`src/rtl/core/fcp_pkg.sv`:
```
// Shared types and constants of the framed command parser with reply unit.
// Depends on nothing; every other file in rtl/core refers to it by scoped names.

package fcp_pkg;

   // Frame header bytes, used for incoming frames and for outgoing replies.
   localparam logic [7:0] HDR0 = 8'hFF;
   localparam logic [7:0] HDR1 = 8'hAA;

   // Fixed bytes of a reply frame.
   localparam logic [7:0] REPLY_SIZE   = 8'h05;
   localparam logic [7:0] REPLY_CMD    = 8'h00;
   localparam logic [7:0] REPLY_FOOTER = 8'h00;

   // Command codes.
   localparam logic [7:0] CMD_BAUD      = 8'h00;
   localparam logic [7:0] CMD_HARMED_A  = 8'h07;
   localparam logic [7:0] CMD_STABLE_A  = 8'h08;
   localparam logic [7:0] CMD_UNHARM_A  = 8'h09;
   localparam logic [7:0] CMD_HARMED_B  = 8'h0A;
   localparam logic [7:0] CMD_STABLE_B  = 8'h0B;
   localparam logic [7:0] CMD_UNHARM_B  = 8'h0C;
   localparam logic [7:0] CMD_DETECT    = 8'h0D;
   localparam logic [7:0] CMD_VERSION   = 8'h13;

   // Victim codes.
   localparam logic [1:0] VICTIM_NONE     = 2'd0;
   localparam logic [1:0] VICTIM_HARMED   = 2'd1;
   localparam logic [1:0] VICTIM_STABLE   = 2'd2;
   localparam logic [1:0] VICTIM_UNHARMED = 2'd3;

   // Fixed reply words.
   localparam logic [31:0] VERSION_WORD = 32'd1;
   localparam logic [31:0] BAUD_WORD    = 32'd115200;

   // Reply frame length and byte positions.
   localparam int unsigned REPLY_LEN = 9;
   localparam int unsigned IDX_W     = 4;
   localparam logic [IDX_W-1:0] IDX_HDR0   = 4'd0;
   localparam logic [IDX_W-1:0] IDX_HDR1   = 4'd1;
   localparam logic [IDX_W-1:0] IDX_SIZE   = 4'd2;
   localparam logic [IDX_W-1:0] IDX_CMD    = 4'd3;
   localparam logic [IDX_W-1:0] IDX_P0     = 4'd4;
   localparam logic [IDX_W-1:0] IDX_P1     = 4'd5;
   localparam logic [IDX_W-1:0] IDX_P2     = 4'd6;
   localparam logic [IDX_W-1:0] IDX_P3     = 4'd7;
   localparam logic [IDX_W-1:0] IDX_FOOTER = 4'd8;

   // One pending reply: its payload word and the victim code it reports.
   typedef struct packed {
      logic [31:0] word;
      logic [1:0]  victim;
   } fcp_entry_type;

   // Hand-over from the parser to the reply queue.
   typedef struct packed {
      logic          push;
      fcp_entry_type entry;
   } fcp_push_type;

endpackage

```
`src/rtl/core/fcp_front.sv`:
```
// Frame parser: accepts received bytes, checks header, size and check byte,
// and hands replies to the queue. Depends on fcp_pkg.

module fcp_front #(
   parameter int MAX_FRAME = 18
) (
   input  logic                 clock,
   input  logic                 reset,
   input  logic                 accept_i,
   input  logic [7:0]           rx_byte_i,
   input  logic                 csr_wr_en_i,
   input  logic [31:0]          csr_wr_data_i,
   output fcp_pkg::fcp_push_type push_o
);

   localparam int CW = $clog2(MAX_FRAME + 1);
   localparam logic [8:0] MAX_FRAME_W = 9'(MAX_FRAME);

   logic [CW-1:0] byte_count_ff, byte_count_in, cnt_inc;
   logic [7:0]    frame_size_ff, frame_size_in;
   logic [7:0]    command_code_ff, command_code_in;
   logic [1:0]    victim_ff, victim_in;
   logic [31:0]   detect_reply_ff;
   logic [7:0]    cmd_eff;
   logic [8:0]    total;
   logic          is_hit;
   logic [31:0]   hit_word;
   logic [1:0]    hit_victim;

   always_ff @(posedge clock) begin
      if (reset) begin
         byte_count_ff   <= '0;
         frame_size_ff   <= '0;
         command_code_ff <= '0;
         victim_ff       <= fcp_pkg::VICTIM_NONE;
         detect_reply_ff <= '0;
      end else begin
         if (accept_i) begin
            byte_count_ff   <= byte_count_in;
            frame_size_ff   <= frame_size_in;
            command_code_ff <= command_code_in;
            victim_ff       <= victim_in;
         end
         if (csr_wr_en_i) begin
            detect_reply_ff <= csr_wr_data_i;
         end
      end
   end

   assign cnt_inc = byte_count_ff + CW'(1);
   assign cmd_eff = (cnt_inc == CW'(4)) ? rx_byte_i : command_code_ff;
   assign total   = {1'b0, frame_size_ff} + 9'd4;

   // Command decoder for frames of size one.
   always_comb begin
      is_hit     = 1'b1;
      hit_word   = detect_reply_ff;
      hit_victim = victim_ff;
      unique case (cmd_eff) inside
         fcp_pkg::CMD_VERSION: begin
            hit_word = fcp_pkg::VERSION_WORD;
         end
         fcp_pkg::CMD_BAUD: begin
            hit_word = fcp_pkg::BAUD_WORD;
         end
         fcp_pkg::CMD_HARMED_A, fcp_pkg::CMD_HARMED_B: begin
            hit_victim = fcp_pkg::VICTIM_HARMED;
         end
         fcp_pkg::CMD_STABLE_A, fcp_pkg::CMD_STABLE_B: begin
            hit_victim = fcp_pkg::VICTIM_STABLE;
         end
         fcp_pkg::CMD_UNHARM_A, fcp_pkg::CMD_UNHARM_B: begin
            hit_victim = fcp_pkg::VICTIM_UNHARMED;
         end
         fcp_pkg::CMD_DETECT: begin
            hit_word = detect_reply_ff;
         end
         default: begin
            is_hit = 1'b0;
         end
      endcase
   end

   always_comb begin
      byte_count_in   = cnt_inc;
      frame_size_in   = frame_size_ff;
      command_code_in = command_code_ff;
      victim_in       = victim_ff;
      push_o          = '0;
      if (cnt_inc == CW'(1)) begin
         if (rx_byte_i != fcp_pkg::HDR0) begin
            byte_count_in   = '0;
            frame_size_in   = '0;
            command_code_in = '0;
         end
      end else if (cnt_inc == CW'(2)) begin
         if (rx_byte_i != fcp_pkg::HDR1) begin
            byte_count_in   = '0;
            frame_size_in   = '0;
            command_code_in = '0;
         end
      end else if (cnt_inc == CW'(3)) begin
         frame_size_in = rx_byte_i;
      end else begin
         command_code_in = cmd_eff;
         if ((cnt_inc == CW'(4)) && (total > MAX_FRAME_W)) begin
            byte_count_in   = '0;
            frame_size_in   = '0;
            command_code_in = '0;
         end else if (9'(cnt_inc) < total) begin
            // Still inside the frame body.
         end else if ({1'b0, rx_byte_i} != ({1'b0, cmd_eff} + 9'd1)) begin
            byte_count_in   = '0;
            frame_size_in   = '0;
            command_code_in = '0;
         end else begin
            byte_count_in = '0;
            frame_size_in = '0;
            if ((frame_size_ff == 8'd1) && is_hit) begin
               victim_in           = hit_victim;
               push_o.push         = accept_i;
               push_o.entry.word   = hit_word;
               push_o.entry.victim = hit_victim;
            end
         end
      end
   end

endmodule

```
`src/rtl/core/fcp_queue.sv`:
```
// Two-entry reply queue between the parser and the reply serialiser.
// Depends on fcp_pkg.

module fcp_queue (
   input  logic                   clock,
   input  logic                   reset,
   input  fcp_pkg::fcp_push_type  push_i,
   input  logic                   pop_i,
   output logic                   full_o,
   output logic                   valid_o,
   output fcp_pkg::fcp_entry_type head_o
);

   fcp_pkg::fcp_entry_type slot_ff [2];
   logic       wr_ptr_ff, rd_ptr_ff;
   logic [1:0] count_ff;

   always_ff @(posedge clock) begin
      if (push_i.push) begin
         slot_ff[wr_ptr_ff] <= push_i.entry;
      end
   end

   always_ff @(posedge clock) begin
      if (reset) begin
         wr_ptr_ff <= 1'b0;
         rd_ptr_ff <= 1'b0;
         count_ff  <= '0;
      end else begin
         if (push_i.push) begin
            wr_ptr_ff <= ~wr_ptr_ff;
         end
         if (pop_i) begin
            rd_ptr_ff <= ~rd_ptr_ff;
         end
         case ({push_i.push, pop_i})
            2'b10:   count_ff <= count_ff + 2'd1;
            2'b01:   count_ff <= count_ff - 2'd1;
            default: count_ff <= count_ff;
         endcase
      end
   end

   assign full_o  = (count_ff == 2'd2);
   assign valid_o = (count_ff != 2'd0);
   assign head_o  = slot_ff[rd_ptr_ff];

   a_no_overflow: assert property (@(posedge clock) disable iff (reset)
      !(push_i.push && full_o && !pop_i))
      else $error("reply queue written while full");

   a_no_underflow: assert property (@(posedge clock) disable iff (reset)
      !(pop_i && !valid_o))
      else $error("reply queue read while empty");

   a_count_range: assert property (@(posedge clock) disable iff (reset)
      count_ff != 2'd3)
      else $error("reply queue count out of range");

endmodule

```
`src/rtl/core/fcp_back.sv`:
```
// Reply serialiser: turns one queued reply into the nine bytes of a reply
// frame on the result channel. Depends on fcp_pkg.

module fcp_back (
   input  logic                   clock,
   input  logic                   reset,
   input  logic                   q_valid_i,
   input  fcp_pkg::fcp_entry_type q_head_i,
   output logic                   pop_o,
   output logic                   rsp_valid_o,
   input  logic                   rsp_stall_i,
   output logic [7:0]             tx_byte_o,
   output logic                   tx_last_o,
   output logic [1:0]             victim_code_o
);

   logic                        busy_ff;
   logic [fcp_pkg::IDX_W-1:0]   idx_ff;
   fcp_pkg::fcp_entry_type      entry_ff;
   logic                        take, last, load;

   assign last  = (idx_ff == fcp_pkg::IDX_FOOTER);
   assign take  = busy_ff && !rsp_stall_i;
   assign load  = q_valid_i && (!busy_ff || (take && last));
   assign pop_o = load;

   always_ff @(posedge clock) begin
      if (reset) begin
         busy_ff <= 1'b0;
         idx_ff  <= '0;
      end else if (load) begin
         busy_ff <= 1'b1;
         idx_ff  <= fcp_pkg::IDX_HDR0;
      end else if (take) begin
         if (last) begin
            busy_ff <= 1'b0;
         end else begin
            idx_ff <= idx_ff + 4'd1;
         end
      end
   end

   always_ff @(posedge clock) begin
      if (load) begin
         entry_ff <= q_head_i;
      end
   end

   always_comb begin
      unique case (idx_ff)
         fcp_pkg::IDX_HDR0:   tx_byte_o = fcp_pkg::HDR0;
         fcp_pkg::IDX_HDR1:   tx_byte_o = fcp_pkg::HDR1;
         fcp_pkg::IDX_SIZE:   tx_byte_o = fcp_pkg::REPLY_SIZE;
         fcp_pkg::IDX_CMD:    tx_byte_o = fcp_pkg::REPLY_CMD;
         fcp_pkg::IDX_P0:     tx_byte_o = entry_ff.word[7:0];
         fcp_pkg::IDX_P1:     tx_byte_o = entry_ff.word[15:8];
         fcp_pkg::IDX_P2:     tx_byte_o = entry_ff.word[23:16];
         fcp_pkg::IDX_P3:     tx_byte_o = entry_ff.word[31:24];
         default:             tx_byte_o = fcp_pkg::REPLY_FOOTER;
      endcase
   end

   assign rsp_valid_o   = busy_ff;
   assign tx_last_o     = last;
   assign victim_code_o = entry_ff.victim;

   a_idx_range: assert property (@(posedge clock) disable iff (reset)
      busy_ff |-> (idx_ff <= fcp_pkg::IDX_FOOTER))
      else $error("reply byte index beyond footer");

   a_idle_after_last: assert property (@(posedge clock) disable iff (reset)
      (take && last && !q_valid_i) |=> !busy_ff)
      else $error("serialiser still busy after final byte with nothing queued");

   a_step: assert property (@(posedge clock) disable iff (reset)
      (take && !last) |=> (busy_ff && (idx_ff == $past(idx_ff) + 4'd1)))
      else $error("reply byte index did not advance");

endmodule

```
`src/rtl/core/framed_command_parser_with_reply_unit.sv`:
```
// Top level of the framed command parser with reply unit.
// Depends on fcp_pkg, fcp_front, fcp_queue and fcp_back.
//
// The request channel (req_valid, req_stall, req_rx_byte) carries one byte from
// the serial link per request; the result channel (rsp_valid, rsp_stall,
// rsp_tx_byte, rsp_tx_last, rsp_victim_code) carries reply frames of nine bytes,
// with rsp_tx_last high on the footer byte. csr_wr_en and csr_wr_data write the
// word sent in replies to victim commands; the user must write it only while no
// reply is pending, since the block itself does not enforce this. The parser
// takes one request per cycle while req_stall is low. The request that closes
// a good frame puts its reply into a two-entry queue; with the serialiser idle,
// the reply is registered in the queue, then loaded into the serialiser, and
// its bytes go out one byte per cycle on the result channel when not stalled.
// req_stall rises only when the queue is full, which takes two queued replies
// behind the one being sent.
// A synchronous, active-high reset clears the parser, the victim code, the
// detect word, the queue and the serialiser. When the receiver stalls, the
// current byte holds and the parser keeps running until the queue fills.

module framed_command_parser_with_reply_unit #(
   parameter int MAX_FRAME = 18
) (
   input  logic        clock,
   input  logic        reset,
   input  logic        req_valid,
   output logic        req_stall,
   input  logic [7:0]  req_rx_byte,
   output logic        rsp_valid,
   input  logic        rsp_stall,
   output logic [7:0]  rsp_tx_byte,
   output logic        rsp_tx_last,
   output logic [1:0]  rsp_victim_code,
   input  logic        csr_wr_en,
   input  logic [31:0] csr_wr_data
);

   fcp_pkg::fcp_push_type  push;
   fcp_pkg::fcp_entry_type head;
   logic                   q_full, q_valid, pop, req_accept;

   // The queue can always take a reply when it is not full, so that is the
   // only reason to hold off a request.
   assign req_stall  = q_full;
   assign req_accept = req_valid && !q_full;

   fcp_front #(
      .MAX_FRAME (MAX_FRAME)
   ) u_front (
      .clock         (clock),
      .reset         (reset),
      .accept_i      (req_accept),
      .rx_byte_i     (req_rx_byte),
      .csr_wr_en_i   (csr_wr_en),
      .csr_wr_data_i (csr_wr_data),
      .push_o        (push)
   );

   fcp_queue u_queue (
      .clock   (clock),
      .reset   (reset),
      .push_i  (push),
      .pop_i   (pop),
      .full_o  (q_full),
      .valid_o (q_valid),
      .head_o  (head)
   );

   fcp_back u_back (
      .clock         (clock),
      .reset         (reset),
      .q_valid_i     (q_valid),
      .q_head_i      (head),
      .pop_o         (pop),
      .rsp_valid_o   (rsp_valid),
      .rsp_stall_i   (rsp_stall),
      .tx_byte_o     (rsp_tx_byte),
      .tx_last_o     (rsp_tx_last),
      .victim_code_o (rsp_victim_code)
   );

endmodule

```
`config.mk`:
```
export PLATFORM = sky130hd
export DESIGN_NAME = framed_command_parser_with_reply_unit
export DESIGN_NICKNAME = d
export VERILOG_FILES = /design/src/rtl/core/fcp_pkg.sv /design/src/rtl/core/fcp_front.sv /design/src/rtl/core/fcp_queue.sv /design/src/rtl/core/fcp_back.sv /design/src/rtl/core/framed_command_parser_with_reply_unit.sv
export SDC_FILE = /design/constraint.sdc
export NUM_CORES = 1
export LEC_CHECK = 0
export BUFFER_PORTS_ARGS = -buffer_cell sky130_fd_sc_hd__buf_2
export CAP_MARGIN = 10
export CORE_MARGIN = 4
export CORE_UTILIZATION = 50
export CTS_CLUSTER_DIAMETER = 40
export DETAILED_ROUTE_END_ITERATION = 7
export PLACE_DENSITY = 0.68
export SKIP_LAST_GASP = 1
export SYNTH_ARGS = -nofsm -noshare
export SYNTH_HDL_FRONTEND = slang
export SYNTH_HIERARCHICAL = 1
export SYNTH_SLANG_ARGS = --single-unit
```
`constraint.sdc`:
```
create_clock -name clock -period 5.95 [get_ports clock]
set_clock_uncertainty 0.2 [all_clocks]
set_input_delay 0 -clock clock [delete_from_list [all_inputs] [get_ports clock]]
set_output_delay 0 -clock clock [all_outputs]
set_load 0.02 [all_outputs]
```
==> metrics.md <==
| Metric | Value |
|---|---|
| Ports | 58 |
| Synthesis-to-layout area growth | 20.8% |
| Post-synthesis cell count | 677 |
| Mean Syn Cell Area | 11.7 um^2 |
| Die H | 134 um |
| CTS tree | built |
| Synth warn | 6 |
| Setup crit start kind | flop |
| Unique masters post-synth | 78 |
| Multi-input logic area | 0.00321 mm^2 |
| Crit Path Max Fanout | 10 |
| Fin crit period | 4.25 ns |
| Min-delay worst type | in2reg |
| Hold Vio Cnt, Final | 0 |
| CP Data Arrival Time | 4.39 ns |
| Worst path bufs/invs | 1 |
| WL final | 17.5 mm |
| Critical path's top delay family | simple AND/OR/NAND/NOR gates |
| Worst skew pair latency | 0.42 ns |
| Clock sink total | 167 |
| Sequential fraction of the synthesis area | 0.552 |
| Fillers | 1221 |
| GR Util All Layers | 0.204 |
| Initial Util | 0.516 |
| Vias in the first global route | 5534 |
| Die Footprint | 0.0179 mm^2 |
| CTS resizes | 0 |
| Kind of critical path | reg2reg |
| Fin nets | 841 |
| Port Buf Inserts | 57 |
| Worst path slowest cell | a211oi_1 |
| Final setup margin | 1.70 ns |
| Yosys reg bits | 167 |
| WP data required | 6.09 ns |
| Inst Count DP | 903 |
| Worst-Margin Slew | 1.08 ns |
| Commonest cells after routing, fill and taps aside | edfxtp_1, dlygate4sd3_1, dfxtp_1, buf_2, nor2_1 |
| EDFF count, synth | 102 |
| Non-Filler Instances | 1004 |
| Period utilization | 0.714 |
| Share of layout cells above drive strength 1 | 0.202 |
| Syn Nets | 738 |
| Relative slew slack | 0.279 |
| Mapped cell area | 0.00790 mm^2 |
| Antenna Cells | 0 |
| Via-to-Cell Ratio | 5.53 |
| Remaining DRCs | 0 |
| DR iter-0 viols | 462 |
| Post-CTS Setup Inserts | 0 |
| DR WL/cell | 17.4 um |
| Crit path top cell by count | ha_1 |
| MaxCap Viol Count | 0 |
| Antenna violations before repair | 0 |
| Post-DP HPWL | 11.0 mm |
| DRT Pass-1 Iters | 5 |
| Fmax | 235 MHz |
| Root buf cell | clkbuf_16 |
| GP Congestion | 0.847 |
| Core Footprint | 0.0153 mm^2 |
| Pin count of the biggest net entering global routing | 57 |
| Power per Cell Area | 259 mW/mm^2 |
| Asr flop ratio synth | 0 |
| Worst VDD drop | 230 uV |
| Final Max Slew Viols | 0 |
| Commonest non-fill, non-tap cell in the layout | edfxtp_1 |
| Row count | 45 |
| Pre-CTS WS | 1.78 ns |
| Crit end category | flop |
| CTS Buf Count | 17 |
| Unrepaired setup endpoints after global routing | false |
| Via count | 5552 |
| Top FF cell, synth | edfxtp_1 |
| Status | finished clean |
| Htree depth | 4 |
| CTS Hold Buffers Added | 68 |
| Setup TNS | 0 ns |
| Static leakage | 3.34 nW |
| Critical path cell sequence | ha_1 -> nand3_1 -> xnor2_1 -> ha_1 -> nor2_1 -> a211oi_1 -> nand4_4 -> nor3_1 -> inv_1 -> ha_1 -> or3_1 -> a21oi_1 |
| CP max stage delay | 0.64 ns |
| Die width | 134 um |
| Total gr overflow | 0 |
| Register area | 0.00437 mm^2 |
| Total chip power | 2.47 mW |
| Clock transition at path regs | 0.07 ns |
| Antenna Nets Post-Route | 0 |
| First-pass GRT wire length | 28.8 mm |
| Final Core Density | 0.623 |
| Max clock buf depth | 2 |
| Endpoints failing setup | 0 |
[worst paths after layout]
kind	depth (start not counted)	slack [ns]	endpoint	start
hold / removal	3	0.13	u_front/detect_reply_ff[8]	csr_wr_en
setup / recovery	12	1.70	u_queue/count_ff[1]	u_front/byte_count_ff[1]
setup reg to reg	12	1.70	u_queue/count_ff[1]	u_front/byte_count_ff[1]
hold reg to reg	2	0.27	u_front/frame_size_ff[1]	u_front/frame_size_ff[1]
[final cells by class]
cell class                      count  share of cell area
Clock buffer                       22              0.0531
Multi-Input combinational cell    440               0.336
Sequential cell                   167               0.457
Tap cell                          211              0.0277
Inverter                           24             0.00944
Clock inverter                     10              0.0107
Timing Repair Buffer              130               0.106
[power by group]
part | switching, mW | leakage [nW] | internal, mW
Sequential | 0.00814 | 1.25 | 1.23
Clock | 0.459 | 0.301 | 0.658
Combinational | 0.0537 | 1.79 | 0.0637
[cell families (layout without fill, tap and decap cells)]
kind of cell | count (synthesis) | after routing | share of synthesized area
and+or+nand+nor | 213 | 213 | 0.151
DFF | 167 | 167 | 0.552
AOI/OAI and AO/OA | 120 | 120 | 0.110
muxes | 72 | 72 | 0.0985
buffers and inverters | 70 | 186 | 0.0418
xor gates and xnor gates | 19 | 19 | 0.0211
adders and majority gates | 16 | 16 | 0.0253
[worst register-to-register path: cells and delay by family (launching register included)]
family | cells | cell delay, ns
AO/OA/AOI/OAI | 2 | 0.79
XOR/XNOR | 1 | 0.30
buffers and inverters | 1 | 0.14
AND/OR/NAND/NOR | 5 | 1.23
adder cells (fa/ha/maj) | 3 | 0.99
flip-flops | 1 | 0.52
[registers in the layout (all words and copies together) (netlist names), named ones only]
signal                   count
u_front/byte_count_ff        5
u_front/command_code_ff      8
u_back/rsp_valid_o           1
u_queue/count_ff             2
u_front/victim_ff            2
u_queue/wr_ptr_ff            1
u_back/victim_code_o         2
u_queue/slot_ff             68
u_front/detect_reply_ff     32
u_back/entry_ff             32
u_front/frame_size_ff        8
u_back/idx_ff                4
u_queue/rd_ptr_ff            1
[per-layer routing]
metal,GRT usage,share of wire
met5,0,0
met4,0.0629,0.015
met3,0.0431,0.054
met2,0.308,0.45
met1,0.296,0.48
[Yosys cell counts, types with 8 or more instances]
cell | n | area, um^2
o21ai_0 | 19 | 95.1
buf_2 | 15 | 75.1
mux2i_1 | 35 | 350
nor3_1 | 8 | 40.0
inv_1 | 24 | 90.1
nor4_1 | 8 | 50.1
nand3_1 | 13 | 65.1
a21oi_1 | 26 | 130
clkbuf_1 | 16 | 60.1
ha_1 | 16 | 200
xnor2_1 | 12 | 105
nor2_1 | 52 | 195
o21a_1 | 8 | 60.1
a22o_1 | 11 | 96.3
and2_1 | 30 | 188
nand2_1 | 44 | 165
dfxtp_1 | 65 | 1300
edfxtp_1 | 102 | 3060
mux2_2 | 36 | 405
[through the flow]
stage	area, um^2	hold WS, ns
6_report	9540	0.132
5_1_grt	9540	0.140
4_1_cts	9530	0.102
3_5_place_dp	8240	0.0413
3_3_place_gp	8240	0.0336
2_1_floorplan	7900	-0.131
(Power assumes the default switching activity.)
